--- config.mk ---
export PLATFORM = sky130hd
export DESIGN_NAME = utwr_ctrl
export DESIGN_NICKNAME = d
export VERILOG_FILES = /design/src/design/uwb_two_way_ranging_engine_core_macros.svh /design/src/design/utwr_pkg.sv /design/src/design/utwr_ctrl.sv
export SDC_FILE = /design/constraint.sdc
export NUM_CORES = 1
export LEC_CHECK = 0
export BUFFER_PORTS_ARGS = -buffer_cell sky130_fd_sc_hd__buf_2
export CORE_ASPECT_RATIO = 1.2
export CORE_MARGIN = 3
export CORE_UTILIZATION = 40
export CTS_CLUSTER_DIAMETER = 50
export CTS_CLUSTER_SIZE = 12
export DETAILED_ROUTE_END_ITERATION = 12
export GPL_TIMING_DRIVEN = 0
export HOLD_SLACK_MARGIN = 0.06
export PLACE_DENSITY = 0.67
export SETUP_SLACK_MARGIN = 0.1
export SLEW_MARGIN = 20
export SYNTH_ARGS = -nofsm -noshare
export SYNTH_HDL_FRONTEND = slang
export SYNTH_SLANG_ARGS = --single-unit
--- constraint.sdc ---
create_clock -name i_clk -period 1.8 [get_ports i_clk]
set_clock_uncertainty 0.1 [all_clocks]
set_input_delay 0.36 -clock i_clk [delete_from_list [all_inputs] [get_ports i_clk]]
set_output_delay 0.36 -clock i_clk [all_outputs]
set_load 0.05 [all_outputs]
--- src/design/uwb_two_way_ranging_engine_core_macros.svh ---
// assertion macros for the two-way ranging engine
`ifndef UWB_TWO_WAY_RANGING_ENGINE_CORE_MACROS_SVH
`define UWB_TWO_WAY_RANGING_ENGINE_CORE_MACROS_SVH

// antecedent implies consequent in the same cycle
`define UTWR_ASSERT_SAME(lbl, clk, rst_n, ante, cons) \
    lbl: assert property (@(posedge clk) disable iff (!(rst_n)) (ante) |-> (cons)) \
        else $error("same-cycle check failed");

// antecedent implies consequent in the next cycle
`define UTWR_ASSERT_NEXT(lbl, clk, rst_n, ante, cons) \
    lbl: assert property (@(posedge clk) disable iff (!(rst_n)) (ante) |=> (cons)) \
        else $error("next-cycle check failed");

`endif

--- src/design/utwr_pkg.sv ---
// shared types and constants for the two-way ranging engine
package utwr_pkg;

    localparam int unsigned STAMP_W = 40;
    localparam int unsigned ADDR_W  = 64;
    localparam int unsigned DIFF_W  = 32;
    localparam int unsigned DEN_W   = 34;
    localparam int unsigned NUM_W   = 64;
    localparam int unsigned K_W     = 20;
    localparam int unsigned DVD_W   = NUM_W + K_W;
    localparam int unsigned DIV_STEPS = DVD_W;
    localparam int unsigned CNT_W   = $clog2(DIV_STEPS);

    localparam logic [1:0] OP_RX      = 2'd0;
    localparam logic [1:0] OP_TX      = 2'd1;
    localparam logic [1:0] OP_RX_FAIL = 2'd2;
    localparam logic [1:0] OP_RANGE   = 2'd3;

    localparam logic [7:0] MSG_POLL   = 8'h01;
    localparam logic [7:0] MSG_ANSWER = 8'h02;
    localparam logic [7:0] MSG_FINAL  = 8'h03;
    localparam logic [7:0] MSG_REPORT = 8'h04;

    localparam logic [2:0] KIND_NONE   = 3'd0;
    localparam logic [2:0] KIND_POLL   = 3'd1;
    localparam logic [2:0] KIND_ANSWER = 3'd2;
    localparam logic [2:0] KIND_FINAL  = 3'd3;
    localparam logic [2:0] KIND_REPORT = 3'd4;

    localparam logic [2:0] ST_OK        = 3'd0;
    localparam logic [2:0] ST_EMPTY     = 3'd1;
    localparam logic [2:0] ST_NOT_ADDR  = 3'd2;
    localparam logic [2:0] ST_WRONG_SEQ = 3'd3;
    localparam logic [2:0] ST_WRONG_TAG = 3'd4;
    localparam logic [2:0] ST_BUSY      = 3'd5;
    localparam logic [2:0] ST_ZERO_DIV  = 3'd6;

    localparam logic [1:0] CFG_OWN_ADDR   = 2'd0;
    localparam logic [1:0] CFG_HALF_DELAY = 2'd1;
    localparam logic [1:0] CFG_MM_PER_TICK = 2'd2;

    localparam logic [15:0] HALF_DELAY_RST = 16'd16475;
    localparam logic [K_W-1:0] MM_PER_TICK_RST = 20'd307479;
    localparam logic [15:0] POLL_DEST_HIGH = 16'hBCCF;

    typedef struct packed {
        logic load_in;
        logic eval;
        logic diff;
        logic prod;
        logic num;
        logic mull;
        logic mulh;
        logic div_step;
        logic sat;
        logic emit;
    } t_cmd;

    typedef struct packed {
        logic need_range;
        logic range_go;
    } t_stat;

endpackage

--- src/design/utwr_ctrl.sv ---
// controller state machine sequencing event decode, products and division
module utwr_ctrl (
    input  logic            i_clk,
    input  logic            i_rst_n,
    input  logic            i_in_valid,
    output logic            o_in_ready,
    output logic            o_out_valid,
    input  logic            i_out_ready,
    input  utwr_pkg::t_stat i_stat,
    output utwr_pkg::t_cmd  o_cmd
);
    import utwr_pkg::*;

    localparam logic [3:0] S_IDLE = 4'd0;
    localparam logic [3:0] S_EVAL = 4'd1;
    localparam logic [3:0] S_DIFF = 4'd2;
    localparam logic [3:0] S_PROD = 4'd3;
    localparam logic [3:0] S_NUM  = 4'd4;
    localparam logic [3:0] S_MULL = 4'd5;
    localparam logic [3:0] S_MULH = 4'd6;
    localparam logic [3:0] S_DIV  = 4'd7;
    localparam logic [3:0] S_SAT  = 4'd8;
    localparam logic [3:0] S_FIN  = 4'd9;

    logic [3:0]       r_state, n_state;
    logic [CNT_W-1:0] r_cnt, n_cnt;
    logic             r_out_valid, n_out_valid;
    t_cmd             cmd;

    always_comb begin
        n_state     = r_state;
        n_cnt       = r_cnt;
        n_out_valid = r_out_valid && !i_out_ready;
        cmd         = '0;
        case (r_state)
            S_IDLE: begin
                if (i_in_valid) begin
                    cmd.load_in = 1'b1;
                    n_state     = S_EVAL;
                end
            end
            S_EVAL: begin
                cmd.eval = 1'b1;
                n_state  = i_stat.need_range ? S_DIFF : S_FIN;
            end
            S_DIFF: begin
                cmd.diff = 1'b1;
                n_state  = S_PROD;
            end
            S_PROD: begin
                cmd.prod = 1'b1;
                n_state  = S_NUM;
            end
            S_NUM: begin
                cmd.num = 1'b1;
                n_state = i_stat.range_go ? S_MULL : S_FIN;
            end
            S_MULL: begin
                cmd.mull = 1'b1;
                n_state  = S_MULH;
            end
            S_MULH: begin
                cmd.mulh = 1'b1;
                n_cnt    = '0;
                n_state  = S_DIV;
            end
            S_DIV: begin
                cmd.div_step = 1'b1;
                n_cnt        = r_cnt + 1'b1;
                if (r_cnt == CNT_W'(DIV_STEPS - 1)) begin
                    n_state = S_SAT;
                end
            end
            S_SAT: begin
                cmd.sat = 1'b1;
                n_state = S_FIN;
            end
            S_FIN: begin
                if (!r_out_valid || i_out_ready) begin
                    cmd.emit    = 1'b1;
                    n_out_valid = 1'b1;
                    n_state     = S_IDLE;
                end
            end
            default: begin
                n_state = S_IDLE;
            end
        endcase
    end

    always_ff @(posedge i_clk) begin
        if (!i_rst_n) begin
            r_state     <= S_IDLE;
            r_cnt       <= '0;
            r_out_valid <= 1'b0;
        end else begin
            r_state     <= n_state;
            r_cnt       <= n_cnt;
            r_out_valid <= n_out_valid;
        end
    end

    assign o_in_ready  = (r_state == S_IDLE);
    assign o_out_valid = r_out_valid;
    assign o_cmd       = cmd;

endmodule

==> summary.md, run 1 <==
| Metric | Value |
|---|---|
| Status | complete, but fails checks |
| Failing checks | setup timing |
| Post-synth EDFFs | 0 |
| WHS Endpoint | r_state[1] |
| Core Util, Final | 0.710 |
| Longest Clk Path Bufs | 2 |
| RSZ-0062 raised after global routing | yes |
| Clock latency on the worst-skew pair | approximately 0.26 ns |
| Critical Path Most Common Cell | buf_8 |
| Highest routed layer | met4 |
| Count leader, synth | dfxtp_1 |
| Layout cells sized above 1 | 0.471 |
| Gpl congestion | roughly 0.8 |
| GR Overflow Total | 0 |
| Initial Utilization | 0.427 |
| Antenna-violating nets left | 0 |
| Commonest cells post-synth | dfxtp_1, nor2_1, nand2_1, nor3_1, a21oi_1 |
| CTS tree | done |
| DRC errors left | 0 |
| CTS buffer count | 3 |
| Inst Count DP | 140 |
| Vias in the first global route | 790 |
| Fin cells | 159 |
| CP arrival | 1.46 ns |
| Final setup margin | -0.124 ns |
| Hold Crit Start | i_rst_n |
| Max_cap viols | 0 |
| Slew HR | 0.793 |
| Leakage power | a little under 0.0005 uW |
| Max-slew violations | 0 |
| 1st-pass router iterations | 4 |
| Filler cells | about 140 |
| Global Route Usage Sum | 0.174 |
| Register area share after synthesis | 0.300 |
| Slowest stage cell, crit path | dfxtp_4 |
| PD cells | between 600 and 700 nW/um^2 |
| Metal3 WL | 95 um |
| Htree depth | 1 |
| Largest net degree at the start of global routing | 11 |
| Slew @ Worst Pin | 0.309 ns |
| Total I/O pin count | 18 |
| Core area | 1870 sq um |
| Die Ht | 55.0 um |
| Reg2Reg Depth | 7 |
| WP data required | 1.34 ns |
| Routed length per instance | 13.2 um |
| Via density | 5.50 |
| First-pass GRT wire length | roughly 3300 um |
| Final hold slack | 0.248 ns |
| Detailed placement HPWL | 1410 um |
| Reg-to-reg startpoint | r_state[1] |
| CP Capture Type | output port |
| CTS Hold Buffers Added | 0 |
| Setup Viol. Count Final | 5 |
| Synth top area share | 0.300 |
| Primary FF master, synth | dfxtp_1 |
| Initial antenna violation count | 0 |
| CTS Sinks | 12 |
| Row Count | 17 |
| Routed vias | 874 |
| Max Fclk | 520 MHz |
| Root Buffer | clkbuf_4 |
| Final Hold Fails | 0 |
| Die width | 46.8 um |
| Critical Path Start Type | flop |
| Clk slew on worst S/H paths | approximately 0.07 ns |
| CP cell instances | buf_8, nand2b_4, nor3b_4, nor2b_4, buf_8 |
| Die area | 2570 sq um |
| Crit path kind | flop to output port |
| Pre-CTS WS | -0.215 ns |
| Crit-path max cell delay | between 0.3 and 0.4 ns |
| VDD IR-drop max | 0.546 mV |
| Synth async-reset ratio | 0 |
| Flop-to-flop setup slack | 0.10 ns |
| Hold Crit Depth | 2 |
| Period Utilization, post-route | 1.07 |
| Largest cells by area after synthesis | dfxtp_1, nor3_1, nor2_1 |
| Instance count of the mapped netlist | 104 |
| Leading area contributor after synthesis | dfxtp_1 |
| Ant diodes | 0 |
| Mapped Area | 800 sq um |
| Metal1 wirelength | 835 um |
| Avg Inst Size Synth | 7.69 sq um |
| Area grow syn2layout | 66.2% |
| Library cells used by synthesis | 34 |
| Routed wl met2 | between 1000 and 1500 um |
| Synth Warn # | 0 |
| Min cycle time layout | 1.92 ns |
| 1st-iter DRT viols | 19 |
| I/O Buffers | 17 |
| Capture point of the worst reg-to-reg path | r_state[3] |
| Hold Path Class | primary input to flop |
| Crit path max fanout | 6 |
| WL final | 2110 um |
| Seq cells post-synth | 12 |
| Mapped Nets | 111 |
| Layout Nets | 149 |
-- worst max-delay path: cells and delay by family, from the launching register on --
family / cells / cell delay, ns
flops: 1 / 0.36
simple gates: 3 / 0.58
buf+inv: 2 / 0.28
-- kinds of logic after synthesis --
kind of cell / share of synthesized area
flops: 0.300
fa+ha+maj: 0.0156
buf+inv: 0.0751
simple gates: 0.362
mux: 0.0125
compound gates: 0.213
xor+xnor: 0.0219
-- registers in the layout, summed over array words and instances, names as in the netlist --
signal / cells
r_cnt: 7
r_state: 4
o_out_valid: 1
-- timing repair --
action | in CTS | in global routing
gates cloned | 0 | 0
hold endpoints to repair | 0 | 0
setup buffers | 10 | 6
pin swaps | 4 | 7
resized for setup | 40 | 22
setup endpoints to repair | 11 | 12
-- area by class of cell --
| type | instances | area, sq um | area share |
|---|---|---|---|
| buffer | 7 | 86.3 | 0.0650 |
| clock buffer | 3 | 22.5 | 0.0169 |
| inverter | 5 | 22.5 | 0.0169 |
| multi-input combinational | 80 | 627 | 0.472 |
| sequential | 12 | 246 | 0.185 |
| tap | 19 | 23.8 | 0.0179 |
| timing repair buffer | 33 | 300 | 0.226 |
-- stage by stage --
step	total power, uW	TNS, ns	area [sq um]
2_1_floorplan	513	-0.624	868
3_3_place_gp	562	-0.444	977
3_5_place_dp	565	-0.599	977
4_1_cts	807	-0.544	1200
5_1_grt	889	-0.766	1330
6_report	843	-0.330	1330
-- layer usage --
metal / GRT usage / up-vias
li1: - / 440
met2: 0.305 / 22
met4: 0.0553 / 0
met1: 0.217 / 410
met5: 0 / -
met3: 0.0194 / 2
-- cells in the final DEF (no fill, tap or decap), types with 3 or more instances in the layout --
cell,n
buf_4,14
buf_6,13
dfxtp_1,9
nand2_1,8
nor2_1,8
buf_8,7
a21oi_1,6
buf_2,6
o21ai_0,5
inv_1,4
nand3_1,4
nor3_4,3
nand2b_1,3
nor3_2,3
nor2b_1,3
a21o_1,3
o21a_1,3
clkbuf_4,3
-- report_power, final --
part | internal (uW) | switching (uW)
clock | 77.2 | 81.6
sequential | 275 | 7.04
combinational | 184 | 218
-- worst max path at each step --
stage                     slack [ns]  depth (start not counted)        to       start
final                          -0.12                          5  o_cmd[0]  r_state[2]
after CTS                      -0.12                          4  o_cmd[1]  r_state[1]
after floorplan                -0.27                          4  o_cmd[9]  r_state[0]
after global placement         -0.19                          5  o_cmd[0]  r_state[2]
after global routing           -0.19                          5  o_cmd[0]  r_state[2]
after detailed placement       -0.21                          5  o_cmd[0]  r_state[2]
No activity file was read; power rests on OpenSTA's default activity.
==> run 2, diff against run 1 <==
--- a/config.mk
+++ b/config.mk
@@ -15,6 +15,8 @@
 export GPL_TIMING_DRIVEN = 0
 export HOLD_SLACK_MARGIN = 0.06
 export PLACE_DENSITY = 0.67
+export RECOVER_POWER = 25
+export REMOVE_ABC_BUFFERS = 1
 export SETUP_SLACK_MARGIN = 0.1
 export SLEW_MARGIN = 20
 export SYNTH_ARGS = -nofsm -noshare
==> summary.md, run 2 (synthesis gave the netlist of run 1 again) <==
| Metric | Value |
|---|---|
| Metal1 wirelength | 868 um (+4.0%) |
| Slew @ Worst Pin | 0.315 ns (+0.00545 ns) |
| Routed length per instance | 14.0 um (+6.0%) |
| Biggest register | r_cnt |
| WP data required | 1.34 ns (about the same) |
| CTS tree | done |
| Post-DP Area | 867 sq um (-11%) |
| Antenna-violating nets left | 0 (unchanged) |
| Setup TNS | -0.121 ns (+0.209 ns) |
| Max reg flops | 7 (unchanged) |
| Routed vias | 860 (-1.6%) |
| Final hold slack | 0.256 ns (+0.00793 ns) |
| Total I/O pin count | 18 (unchanged) |
| DRC errors left | 0 (unchanged) |
| Highest routed layer | met4 |
| Crit path max fanout | 8 (+2) |
| GR Overflow Total | 0 (unchanged) |
| Min cycle time layout | 1.88 ns (-0.0489 ns) |
| Period Utilization, post-route | 1.04 (-0.0272) |
| Commonest cells after routing, fill and taps aside | buf_4, nor2_1, nand2_1, dfxtp_1, buf_2 |
| Max_cap viols | 0 (unchanged) |
| First-pass GRT wire length | 3290 um (+0.64%) |
| Largest net degree at the start of global routing | 19 (+8) |
| CP Capture Type | output port |
| Die width | 46.8 um (unchanged) |
| Multi-input gate area | 563 sq um (-10%) |
| Vias in the first global route | 771 (-2.4%) |
| Row Count | 17 (unchanged) |
| Slew HR | 0.788 (-0.00486) |
| Max-slew violations | 0 (unchanged) |
| Ant diodes | 0 (unchanged) |
| CTS buffer count | 3 (unchanged) |
| Initial Utilization | 0.427 (unchanged) |
| Core Util, Final | 0.619 (-0.0909) |
| Hold Path Class | primary input to flop |
| Root Buffer | clkbuf_4 |
| Max Fclk | 533 MHz (+2.6%) |
| Core area | 1870 sq um (unchanged) |
| VDD IR-drop max | 0.432 mV (-21%) |
| Failing checks | setup timing |
| Gpl congestion | 0.802 (+2.7%) |
| PD cells | 660 nW/um^2 (+4.0%) |
| Filler cells | 173 (+23%) |
| Routed wl met2 | 1170 um (+0.26%) |
| Global Route Usage Sum | 0.176 (+0.00252) |
| Clk slew on worst S/H paths | 0.07 ns (about the same) |
| Initial antenna violation count | 0 (unchanged) |
| Layout cells sized above 1 | 0.394 (-0.0775) |
| Htree depth | 1 (unchanged) |
| WL final | 2120 um (+0.71%) |
| Clock latency on the worst-skew pair | 0.26 ns (about the same) |
| Die area | 2570 sq um (unchanged) |
| Longest Clk Path Bufs | 2 (unchanged) |
| Final setup margin | -0.0751 ns (+0.0489 ns) |
| CTS Sinks | 12 (unchanged) |
| Metal3 WL | 69 um (-27%) |
| Leakage power | 0.000438 uW (-11%) |
| Cell area after layout | 1160 sq um (-13%) |
| Die Ht | 55.0 um (unchanged) |
| Detailed placement HPWL | 1230 um (-13%) |
| CP arrival | 1.42 ns (-0.04 ns) |
| Crit path kind | flop to output port |
| Register area | 255 sq um (+3.6%) |
| I/O Buffers | 17 (unchanged) |
| 1st-iter DRT viols | 8 (-11) |
| Flop-to-flop setup slack | 0.11 ns (about the same) |
| Final Hold Fails | 0 (unchanged) |
| Via density | 5.70 (+3.6%) |
| Critical Path Start Type | flop |
| 1st-pass router iterations | 3 (-1) |
| Layout Nets | 141 (-5.4%) |
| Status | complete, but fails checks |
| Commonest non-fill, non-tap cell in the layout | buf_4 |
| Area grow syn2layout | 44.9% |
| Pre-CTS WS | -0.258 ns (-0.0433 ns) |
| RSZ-0062 raised after global routing | yes |
| Setup Viol. Count Final | 3 (-2) |
## run 2: power by group
group          switching, uW  total (uW)  internal [uW]
sequential              26.1         302            276
combinational            173         308            135
clock                   77.7         155           77.2
## run 2: worst max-delay path: stages, from the launching register on
cell and delay, ns:
dfxtp_4 0.38, or4b_4 0.56, inv_4 0.07, buf_8 0.14
## run 2: stage by stage
step	cells	power (uW)
2_1_floorplan	97	459
3_3_place_gp	133	502
3_5_place_dp	133	505
4_1_cts	144	714
5_1_grt	151	803
6_report	151	765
## run 2: final timing paths
path | startpoint | end | depth (start not counted)
worst max-delay path | r_state[0] | o_cmd[1] | 3
worst min-delay path | i_rst_n | r_state[2] | 2
worst min register to register | r_cnt[1] | r_cnt[1] | 2
worst max register to register | r_state[0] | r_state[3] | 6
## run 2: final cells by class
cell class | instances | share of cell area
Clock buffer | 3 | 0.0194
Inverter | 5 | 0.0184
Multi-Input combinational cell | 80 | 0.486
Sequential cell | 12 | 0.220
Tap cell | 19 | 0.0205
Timing Repair Buffer | 32 | 0.235
## run 2: per-layer routing
layer,track usage,up-vias
li1,-,430
met1,0.199,413
met2,0.326,15
met3,0.0291,2
met4,0.0599,0
met5,0,-
## run 2: repair_timing
action / 4_1_cts / 5_1_grt
hold buffers: 0 / 0
cloned: 0 / 0
pin swaps: 3 / 2
gates resized for setup: 31 / 13
setup endpoints to repair: 18 / 13
buffers inserted: 8 / 7
